[src/pdrc_pkg.sv]
// pdrc_pkg: shared codes, tables and DM-RS position functions for the
// PDSCH DM-RS resource-element classifier. No dependencies.
package pdrc_pkg;

  localparam int unsigned NumSymbols = 14;
  localparam int unsigned NumSubcarriers = 12;

  // configuration register indexes
  localparam logic [2:0] REG_MAPPING_TYPE     = 3'd0;
  localparam logic [2:0] REG_START_SYMBOL     = 3'd1;
  localparam logic [2:0] REG_ALLOC_LENGTH     = 3'd2;
  localparam logic [2:0] REG_DMRS_CONFIG_TYPE = 3'd3;
  localparam logic [2:0] REG_DOUBLE_SYMBOL    = 3'd4;
  localparam logic [2:0] REG_TYPEA_POSITION   = 3'd5;
  localparam logic [2:0] REG_ADDITIONAL_POS   = 3'd6;
  localparam logic [2:0] REG_PORT_OFFSET      = 3'd7;

  // resource element classes
  localparam logic [1:0] CLS_OUTSIDE = 2'd0;
  localparam logic [1:0] CLS_DATA    = 2'd1;
  localparam logic [1:0] CLS_DMRS    = 2'd2;

  typedef logic [NumSymbols-1:0] sym_mask_t;

  // per-port subcarrier offsets
  localparam logic [2:0] DELTA_TYPE1 [8] = '{3'd0, 3'd0, 3'd1, 3'd1, 3'd0, 3'd0, 3'd1, 3'd1};
  localparam logic [2:0] DELTA_TYPE2 [12] = '{3'd0, 3'd0, 3'd2, 3'd2, 3'd4, 3'd4,
                                              3'd0, 3'd0, 3'd2, 3'd2, 3'd4, 3'd4};

  localparam logic [11:0] COMB_TYPE1 = 12'h555;
  localparam logic [11:0] COMB_TYPE2 = 12'h0C3;

  function automatic sym_mask_t sym_bit(input logic [3:0] pos);
    sym_mask_t m;
    m = '0;
    m[pos] = 1'b1;
    return m;
  endfunction

  // base positions, single-symbol DM-RS
  function automatic sym_mask_t single_positions(input logic type_b, input logic [1:0] l0,
                                                 input logic [4:0] ld, input logic [1:0] apos);
    sym_mask_t b;
    sym_mask_t r;
    b = sym_bit({2'b00, l0});
    r = '0;
    if (!type_b) begin
      if (ld == 5'd3) begin
        r = (l0 == 2'd2) ? b : '0;
      end else if (ld >= 5'd4 && ld <= 5'd7) begin
        r = b;
      end else if (ld == 5'd8 || ld == 5'd9) begin
        r = (apos == 2'd0) ? b : (b | sym_bit(4'd7));
      end else if (ld == 5'd10 || ld == 5'd11) begin
        case (apos)
          2'd0:    r = b;
          2'd1:    r = b | sym_bit(4'd9);
          default: r = b | sym_bit(4'd6) | sym_bit(4'd9);
        endcase
      end else if (ld == 5'd12) begin
        case (apos)
          2'd0:    r = b;
          2'd1:    r = b | sym_bit(4'd9);
          2'd2:    r = b | sym_bit(4'd6) | sym_bit(4'd9);
          default: r = b | sym_bit(4'd5) | sym_bit(4'd8) | sym_bit(4'd11);
        endcase
      end else if (ld == 5'd13 || ld == 5'd14) begin
        case (apos)
          2'd0:    r = b;
          2'd1:    r = b | sym_bit(4'd11);
          2'd2:    r = b | sym_bit(4'd7) | sym_bit(4'd11);
          default: r = b | sym_bit(4'd5) | sym_bit(4'd8) | sym_bit(4'd11);
        endcase
      end
    end else begin
      if (ld == 5'd2 || ld == 5'd4) begin
        r = (apos <= 2'd1) ? b : '0;
      end else if (ld == 5'd6 || ld == 5'd7) begin
        case (apos)
          2'd0:    r = b;
          2'd1:    r = b | sym_bit(4'd4);
          default: r = '0;
        endcase
      end
    end
    return r;
  endfunction

  // base positions, double-symbol DM-RS (first symbol of each pair)
  function automatic sym_mask_t double_positions(input logic type_b, input logic [1:0] l0,
                                                 input logic [4:0] ld, input logic [1:0] apos);
    sym_mask_t b;
    sym_mask_t r;
    b = sym_bit({2'b00, l0});
    r = '0;
    if (!type_b) begin
      if (ld == 5'd4) begin
        r = (l0 == 2'd2 && apos <= 2'd1) ? b : '0;
      end else if (ld >= 5'd5 && ld <= 5'd9) begin
        r = (apos <= 2'd1) ? b : '0;
      end else if (ld >= 5'd10 && ld <= 5'd12) begin
        case (apos)
          2'd0:    r = b;
          2'd1:    r = b | sym_bit(4'd8);
          default: r = '0;
        endcase
      end else if (ld == 5'd13 || ld == 5'd14) begin
        case (apos)
          2'd0:    r = b;
          2'd1:    r = b | sym_bit(4'd10);
          default: r = '0;
        endcase
      end
    end else begin
      if (ld == 5'd6 || ld == 5'd7) begin
        r = (apos <= 2'd1) ? b : '0;
      end
    end
    return r;
  endfunction

endpackage

[src/pdsch_dmrs_re_classifier_top.sv]
// PDSCH DM-RS resource-element classifier: one element accepted every cycle;
// busy is never raised.
// Input register, classification logic, result register; done marks each result
// for one cycle and the receiver cannot stall.
// Synchronous active-high rst clears the pipeline valids and loads register defaults.
// Depends on pdrc_pkg.
module pdsch_dmrs_re_classifier_top
  import pdrc_pkg::*;
(
  input  logic       clk,
  input  logic       rst,
  input  logic       start,
  output logic       busy,
  input  logic [3:0] symbol_index,
  input  logic [3:0] subcarrier,
  output logic       done,
  output logic [1:0] re_class,
  output logic       port_invalid,
  input  logic       cfg_valid,
  output logic       cfg_ready,
  input  logic [2:0] cfg_index,
  input  logic [3:0] cfg_data
);

  logic       mapping_type;
  logic [3:0] start_symbol;
  logic [3:0] alloc_length;
  logic       dmrs_config_type;
  logic       double_symbol;
  logic [1:0] typea_position;
  logic [1:0] additional_position;
  logic [3:0] port_offset;

  logic       in_valid;
  logic [3:0] in_sym;
  logic [3:0] in_sc;

  assign busy = 1'b0;
  assign cfg_ready = 1'b1;

  always_ff @(posedge clk) begin
    if (rst) begin
      mapping_type        <= 1'b0;
      start_symbol        <= 4'd0;
      alloc_length        <= 4'd14;
      dmrs_config_type    <= 1'b0;
      double_symbol       <= 1'b0;
      typea_position      <= 2'd2;
      additional_position <= 2'd2;
      port_offset         <= 4'd0;
    end else if (cfg_valid && cfg_ready) begin
      case (cfg_index)
        REG_MAPPING_TYPE:     mapping_type        <= cfg_data[0];
        REG_START_SYMBOL:     start_symbol        <= cfg_data;
        REG_ALLOC_LENGTH:     alloc_length        <= cfg_data;
        REG_DMRS_CONFIG_TYPE: dmrs_config_type    <= cfg_data[0];
        REG_DOUBLE_SYMBOL:    double_symbol       <= cfg_data[0];
        REG_TYPEA_POSITION:   typea_position      <= cfg_data[1:0];
        REG_ADDITIONAL_POS:   additional_position <= cfg_data[1:0];
        REG_PORT_OFFSET:      port_offset         <= cfg_data;
        default: ;
      endcase
    end
  end

  // input beat register
  always_ff @(posedge clk) begin
    if (rst) begin
      in_valid <= 1'b0;
    end else begin
      in_valid <= start && !busy;
    end
  end

  always_ff @(posedge clk) begin
    if (start && !busy) begin
      in_sym <= symbol_index;
      in_sc  <= subcarrier;
    end
  end

  // classification
  logic [1:0]  l0;
  logic [4:0]  ld;
  logic [4:0]  alloc_end;
  sym_mask_t   base_single;
  sym_mask_t   base_double;
  sym_mask_t   base;
  sym_mask_t   symbols;
  logic        invalid;
  logic [2:0]  delta;
  logic [15:0] scmask;
  logic        in_alloc;
  logic [1:0]  cls;

  always_comb begin
    l0 = mapping_type ? 2'd0 : typea_position;
    ld = mapping_type ? {1'b0, alloc_length} : ({1'b0, start_symbol} + {1'b0, alloc_length});
    base_single = single_positions(mapping_type, l0, ld, additional_position);
    base_double = double_positions(mapping_type, l0, ld, additional_position);
    // pairs run past symbol 13 are dropped by the mask width
    base = double_symbol ? (base_double | (base_double << 1)) : base_single;
    symbols = mapping_type ? sym_mask_t'(base << start_symbol) : base;

    if (!dmrs_config_type) begin
      invalid = (port_offset > 4'd7);
      delta   = invalid ? 3'd0 : DELTA_TYPE1[port_offset[2:0]];
      scmask  = {4'b0000, 12'(COMB_TYPE1 << delta)};
    end else begin
      invalid = (port_offset > 4'd11);
      delta   = invalid ? 3'd0 : DELTA_TYPE2[port_offset];
      scmask  = {4'b0000, 12'(COMB_TYPE2 << delta)};
    end

    alloc_end = {1'b0, start_symbol} + {1'b0, alloc_length};
    in_alloc  = (in_sym <= 4'd13) && (in_sym >= start_symbol) && ({1'b0, in_sym} < alloc_end);

    if (!in_alloc) begin
      cls = CLS_OUTSIDE;
    end else if (symbols[in_sym] && scmask[in_sc]) begin
      cls = CLS_DMRS;
    end else begin
      cls = CLS_DATA;
    end
  end

  // result register
  always_ff @(posedge clk) begin
    if (rst) begin
      done <= 1'b0;
    end else begin
      done <= in_valid;
    end
  end

  always_ff @(posedge clk) begin
    if (in_valid) begin
      re_class     <= cls;
      port_invalid <= invalid;
    end
  end

endmodule

[config.mk]
export PLATFORM = sky130hd
export DESIGN_NAME = pdsch_dmrs_re_classifier_top
export DESIGN_NICKNAME = d
export VERILOG_FILES = /design/src/pdrc_pkg.sv /design/src/pdsch_dmrs_re_classifier_top.sv
export SDC_FILE = /design/constraint.sdc
export NUM_CORES = 1
export LEC_CHECK = 0
export BUFFER_PORTS_ARGS = -buffer_cell sky130_fd_sc_hd__buf_2
export CORE_UTILIZATION = 56
export DETAILED_ROUTE_END_ITERATION = 8
export PLACE_DENSITY = 0.85
export SLEW_MARGIN = 0
export SYNTH_ARGS = -nofsm -noshare
export SYNTH_HDL_FRONTEND = slang
export SYNTH_SLANG_ARGS = --single-unit
[constraint.sdc]
create_clock -name clk -period 3.8 [get_ports clk]
set_input_delay 0.19 -clock clk [delete_from_list [all_inputs] [get_ports clk]]
set_output_delay 0.19 -clock clk [all_outputs]
set_load 0.02 [all_outputs]
### Yosys cells after proc, flatten, opt, wreduce, memory -nomap -nowiden

Memories as Yosys holds them, arrays and structs flattened.
Cells that the tools add are included.

* register bits: 32
* memory bits (read-only): 72
* bits of input ports: 19
* output and inout port bits: 6
* word-level logic and storage cells: 130
* memories: 2

Memories
* (no name shown): words 16, bits a word 3, read ports 1, clocked after Yosys merged registers in 0, wr ports 0, RTL line pdsch_dmrs_re_classifier_top.sv:111 `delta = invalid ? 3'd0 : DELTA_TYPE2[port_offset];`
* (no name shown): words 8, bits a word 3, read ports 1, clocked after Yosys merged registers in 0, wr ports 0, RTL line pdsch_dmrs_re_classifier_top.sv:107 `delta = invalid ? 3'd0 : DELTA_TYPE1[port_offset[2:0]];`

* $add $sub $neg: 1
* order comparisons: 18
* eq/ne operators: 22
* shift operators: 3
* muxes and demuxes: 44
* bitwise gates (word level): 3
* reduce and logical (&&, ||, !) cells: 23

Operators by type and width (count)
* 14-bit 2-to-1 mux: 12
* 12-bit one-hot mux with 3 select lines: 2
* 5-bit by 4-bit equality test with 1-bit output (second input constant): 7
* 12-bit 2-to-1 mux: 2
* 11-bit one-hot mux with 2 select lines: 1
* 10-bit one-hot mux with 2 select lines: 1
* 3-bit 2-to-1 mux: 6
* 9-bit one-hot mux with 2 select lines: 1
* 4-bit 2-to-1 mux: 4
* 2-bit AND reduction: 8
* 5-bit by 3-bit equality test with 1-bit output (second input constant): 3
* 5-bit 2-to-1 mux: 3
* 14-bit bitwise OR: 1
* 14-bit by 4-bit left shift with 14-bit output: 1
* 3-bit equality test (second input constant): 4
* 11-bit by 3-bit left shift with 12-bit output (first input constant): 1
* 8-bit by 3-bit left shift with 12-bit output (first input constant): 1
* 11-bit 2-to-1 mux: 1
* 5-bit by 2-bit equality test with 1-bit output (second input constant): 2
* 5-bit by 3-bit >= comparator with 1-bit output (second input constant): 2
* 5-bit by 4-bit <= comparator with 1-bit output (second input constant): 2
* 4-bit by 5-bit less-than comparator with 1-bit output (second input constant): 2
* 5-bit one-hot mux with 2 select lines: 1
* 1-bit binary-select mux with 4-bit select: 2
* 27 further kinds: 44

### Longest topological paths before layout

* depth after elaboration: 20
* gate-level depth with buffers: 14

### Least setup slack after synthesis

Ideal clock, no wire load.

* kind: register to register
* start: register start_symbol[1]
* end: register re_class[0] (data pin)
* setup time: 0.269 ns
* arrival: 3.490 ns
* path slack: 0.042 ns
* stages on the path, launching flop included: 15
* buffers on the path: 2
* period minus slack after synthesis: 3.758 ns
* cells stage by stage: dfxtp_1 > inv_1 > clkbuf_1 > fa_1 > nor2b_1 > clkbuf_1 > o32ai_1 > o221ai_1 > a21oi_2 > a2bb2oi_2 > mux4_2 > o2111ai_1 > o21ai_1 > o32ai_2 > a21oi_1

* longest elaborated chain between the ends: 18
* elaborated cells on any way between the ends: 55

Ends and longest elaborated chain
* from (decl): RTL line pdsch_dmrs_re_classifier_top.sv:26 `logic [3:0] start_symbol;`
* from (signal assigned): RTL line pdsch_dmrs_re_classifier_top.sv:54 `REG_START_SYMBOL: start_symbol <= cfg_data;`
* 4-bit by 4-bit adder with 5-bit output: RTL line pdsch_dmrs_re_classifier_top.sv:98, pdsch_dmrs_re_classifier_top.sv:115
* 5-bit 2-to-1 mux: RTL line pdsch_dmrs_re_classifier_top.sv:98 `ld = mapping_type ? {1'b0, alloc_length} : ({1'b0, start_symbol} + {1'b0, alloc_length});`
* 5-bit by 4-bit equality test with 1-bit output: RTL line pdrc_pkg.sv:67, pdrc_pkg.sv:107
* 1-bit logical OR: RTL line pdrc_pkg.sv:67, pdrc_pkg.sv:107
* 12-bit 2-to-1 mux: RTL line pdrc_pkg.sv:67 `end else if (ld == 5'd13 || ld == 5'd14) begin`
* 14-bit 2-to-1 mux: RTL line pdrc_pkg.sv:60 `end else if (ld == 5'd12) begin`
* 14-bit 2-to-1 mux: RTL line pdrc_pkg.sv:54 `end else if (ld == 5'd10 || ld == 5'd11) begin`
* 14-bit 2-to-1 mux: RTL line pdrc_pkg.sv:52 `end else if (ld == 5'd8 || ld == 5'd9) begin`
* (+2 left out)
* 14-bit 2-to-1 mux: RTL line pdrc_pkg.sv:47 `if (!type_b) begin`
* 14-bit 2-to-1 mux: RTL line pdsch_dmrs_re_classifier_top.sv:102 `base = double_symbol ? (base_double | (base_double << 1)) : base_single;`
* 14-bit by 4-bit left shift with 14-bit output: RTL line pdsch_dmrs_re_classifier_top.sv:103 `symbols = mapping_type ? sym_mask_t'(base << start_symbol) : base;`
* 14-bit 2-to-1 mux: RTL line pdsch_dmrs_re_classifier_top.sv:103
* 1-bit binary-select mux with 4-bit select: RTL line pdsch_dmrs_re_classifier_top.sv:120 `end else if (symbols[in_sym] && scmask[in_sc]) begin`
* 1-bit 2-to-1 mux (implied by the code): RTL line pdsch_dmrs_re_classifier_top.sv:120
* 1-bit logical AND: RTL line pdsch_dmrs_re_classifier_top.sv:120
* 2-bit 2-to-1 mux: RTL line pdsch_dmrs_re_classifier_top.sv:120
* to (signal assigned): RTL line pdsch_dmrs_re_classifier_top.sv:138 `re_class <= cls;`
* to (decl): RTL line pdsch_dmrs_re_classifier_top.sv:17 `output logic [1:0] re_class,`

Parallel ways exist; a longest one is shown, timed or not. The select of a mux whose other input is x is not followed.
A chain may end at the register's enable or synchronous reset.

### Worst setup path in the final report

* start: register start_symbol[0]
* end: register re_class[1] (data pin)

The elaborated chain is that of the path after synthesis.

==> reports/metrics.cfg <==
[critical_path]
rr_startpoint = start_symbol[0]$_SDFFE_PP0P_
critical_path_class = register to register
ff2ff_path_depth = 13
rr_endpoint = re_class[1]$_SDFFCE_PN0P_
crit_required_ps = 3830
r2r_slack_ps = 80
path_max_fanout = 5
cp-end-kind = register
crit_arrival_ps = 3760
start_kind = register

[floorplanning]
fp.dieArea_um2 = 6310
die_w_um = 79.4
die_h_um = 79.4
start_util = 0.595
io_pins = 25
rows = 27
core_area_um2 = 5640

[sta]
tns_ps = 0
setup_viol = 0
skew_ps = 3.74
fmax_mhz = 269
min_period_ps = 3720
fin_crit_sh = 0.980
slew_headroom = 0.445
slew_violations = 0
hold_violations = 0
worstMarginPinSlew_ps = 831

[place]
gp_congestion = 0.931
place_inst = 529
port-buffer-count = 22
dp_hpwl_um = 7870
place_area_um2 = 3700

[worst_hold_path]
min_from = symbol_index[3]
min_to = in_sym[3]$_DFFE_PP_
hold_class = primary input to register
whs_path_depth = 1

[logic_synthesis]
synth_area_per_cell_um2 = 7.81
syn_inst = 430
syn_area_um2 = 3360
synth_ff_type = dfxtp_1
ys_top_cells_by_area = dfxtp_1, edfxtp_1, ha_1
yosysTopAreaCell = dfxtp_1
yosysTopAreaCellShare = 0.119
ys_seq_elements = 31
synth-edff-count = 11
yosysSeqAreaShare = 0.218
yosys_warnings = 0
ys_types = 77
ys_async_sr_fraction = 0
syn_nets = 467

[power_and_ir_drop]
ir_drop_mv = 0.279
p_leak_nw = 1.52
seq_power_share = 0.405
clkPwrFrac = 0.259
p_int_w = 0.000622
combPwrFrac = 0.336
net-switching-power_w = 0.000319
finalPower_w = 0.000941
switching_share = 0.339
p_per_area_nw_per_um2 = 242

[grt]
met3_usage = 0.0537
grt_util_met2 = 0.548
top_usage_layer = met2
antenna_found_initial = 0
grt_pass1_wl_um = 16500
grt_use_total = 0.333
grt_max_degree = 38
grt_pass1_vias = 3397
grt_overflow = 0
met1_usage = 0.432

[outcome]
status = complete, no violations

[clock_network]
cts.sinks = 31
htreeDepth = 2
clk_pin_slew_ps = 60
clockBufferDepth = 2
clock_latency_ps = 280
cts_made_buffers = 5
cts_root_buf = clkbuf_8
cts_tree = built
hold_buffers = 0

[finish]
area_growth_pct = 15.9
antenna_cells = 0
final_cells = 538
drive_above_1_share = 0.197
fin_nets = 502
final_area_um2 = 3890
multi_input_area_um2 = 2560
fillers = 447
ff_latch_area_um2 = 732

[routing]
drt-total-wl_um = 10400
route.vias.total = 3773
drt_iter0_drc = 501
drt_drc_violations_left = 0
drtPass1Iterations = 7
post_drt_wl_per_cell_um = 19.4
vias_per_cell = 7.01
ant_nets = 0

[job]
cap_violations = 0

==> how the worst max path moves through the flow <==
stage	start	to	slack, ps
2_1_floorplan	start_symbol[1]$_SDFFE_PP0P_	re_class[0]$_SDFFCE_PN0P_	40
3_3_place_gp	alloc_length[1]$_SDFFE_PP1P_	re_class[0]$_SDFFCE_PN0P_	30
3_5_place_dp	alloc_length[0]$_SDFFE_PP0P_	re_class[0]$_SDFFCE_PN0P_	40
4_1_cts	alloc_length[1]$_SDFFE_PP1P_	re_class[0]$_SDFFCE_PN0P_	30
5_1_grt	start_symbol[0]$_SDFFE_PP0P_	re_class[0]$_SDFFCE_PN0P_	-50
6_report	start_symbol[0]$_SDFFE_PP0P_	re_class[1]$_SDFFCE_PN0P_	80
==> cells in the final DEF (no fill, tap or decap), drive strengths merged, types with 5 or more instances in the layout <==
master	n
o211ai	11
a31oi	8
nand3	15
o21ai	16
mux2i	20
edfxtp	11
a211oi	5
nand4	8
nor3	13
a21oi	31
a32o	5
nor2	43
dfxtp	20
o31ai	6
ha	17
a22oi	5
clkbuf	7
a21o	5
nor2b	9
buf	51
and3	5
nand2b	10
inv	19
nor3b	6
nand2	35
==> cells in the mapped netlist (4+ instances only) <==
library cell	instances
nor2_1	43
nand2_1	35
a21oi_1	30
dfxtp_1	20
mux2i_1	20
inv_1	19
ha_1	17
clkbuf_1	15
nand3_1	15
o21ai_0	14
nor3_1	13
edfxtp_1	11
o211ai_1	11
nand2b_1	10
nor2b_1	9
a31oi_1	8
nand4_1	8
nor3b_1	6
a211oi_1	5
a21o_1	5
a32o_1	5
and3_1	5
a211o_1	4
a22oi_1	4
buf_1	4
o22ai_1	4
o31ai_1	4
==> metal layers <==
metal | wire length [um] | vias up | share of wire
met3 | 1030 | 60 | 0.099
met4 | 458 | 0 | 0.044
li1 | - | 1715 | -
met2 | 4740 | 259 | 0.45
met5 | 0 | - | 0
met1 | 4200 | 1739 | 0.40
==> cell families (layout without fill, tap and decap cells) <==
family | after synthesis | count (layout) | synth area share
fa+ha+maj | 19 | 19 | 0.0723
buf+inv | 44 | 80 | 0.0522
xor+xnor | 5 | 5 | 0.0175
other cells | 2 | 2 | 0.00224
mux | 22 | 22 | 0.0697
compound gates | 144 | 144 | 0.324
simple gates | 163 | 163 | 0.244
flops | 31 | 31 | 0.218
==> flip-flops by register name, summed over array words and instances, names as in the netlist <==
| name | count |
|---|---|
| additional_position | 2 |
| alloc_length | 4 |
| dmrs_config_type | 1 |
| done | 1 |
| double_symbol | 1 |
| in_sc | 4 |
| in_sym | 4 |
| in_valid | 1 |
| mapping_type | 1 |
| port_invalid | 1 |
| port_offset | 3 |
| re_class | 2 |
| start_symbol | 4 |
| typea_position | 2 |
==> power groups by stage <==
stage	registers, W	clock network, W	logic [W]
3_5_place_dp	0.000387	0	0.000293
3_3_place_gp	0.000386	0	0.000289
2_1_floorplan	0.000381	0	0.000204
5_1_grt	0.000383	0.000261	0.000339
6_report	0.000381	0.000244	0.000316
4_1_cts	0.000380	0.000247	0.000295
==> cell type report <==
type	instances	area share
tap	72	0.0232
inverter	21	0.0203
clock inverter	1	0.00129
multi-input combinational	355	0.657
sequential	31	0.188
timing repair buffer	51	0.0907
clock buffer	7	0.0196
==> metrics by stage <==
step / utilization / worst slack [ps] / hold WS [ps]
2_1_floorplan: - / 41.7 / 262
3_3_place_gp: 0.655 / 33.1 / 367
3_5_place_dp: 0.655 / 42.2 / 369
4_1_cts: 0.670 / 30.5 / 80.1
5_1_grt: 0.690 / -50.5 / 75.9
6_report: 0.690 / 77.6 / 85.9
==> repair_timing <==
action	4_1_cts	5_1_grt
endpoints found under the setup margin	0	2
buffers inserted	0	1
resized for setup	0	20
==> worst max-delay path, cell delays in order, from the launching register on <==
cell	delay, ps
dfxtp_1	330
ha_1	230
inv_1	80
fa_2	470
nor2b_1	190
a22o_1	280
a211o_1	320
and3_1	230
o41a_1	460
o22ai_1	140
a2111oi_0	90
nor3_1	310
o32ai_2	150
and3b_1	200
No activity file was read; power rests on OpenSTA's default activity.
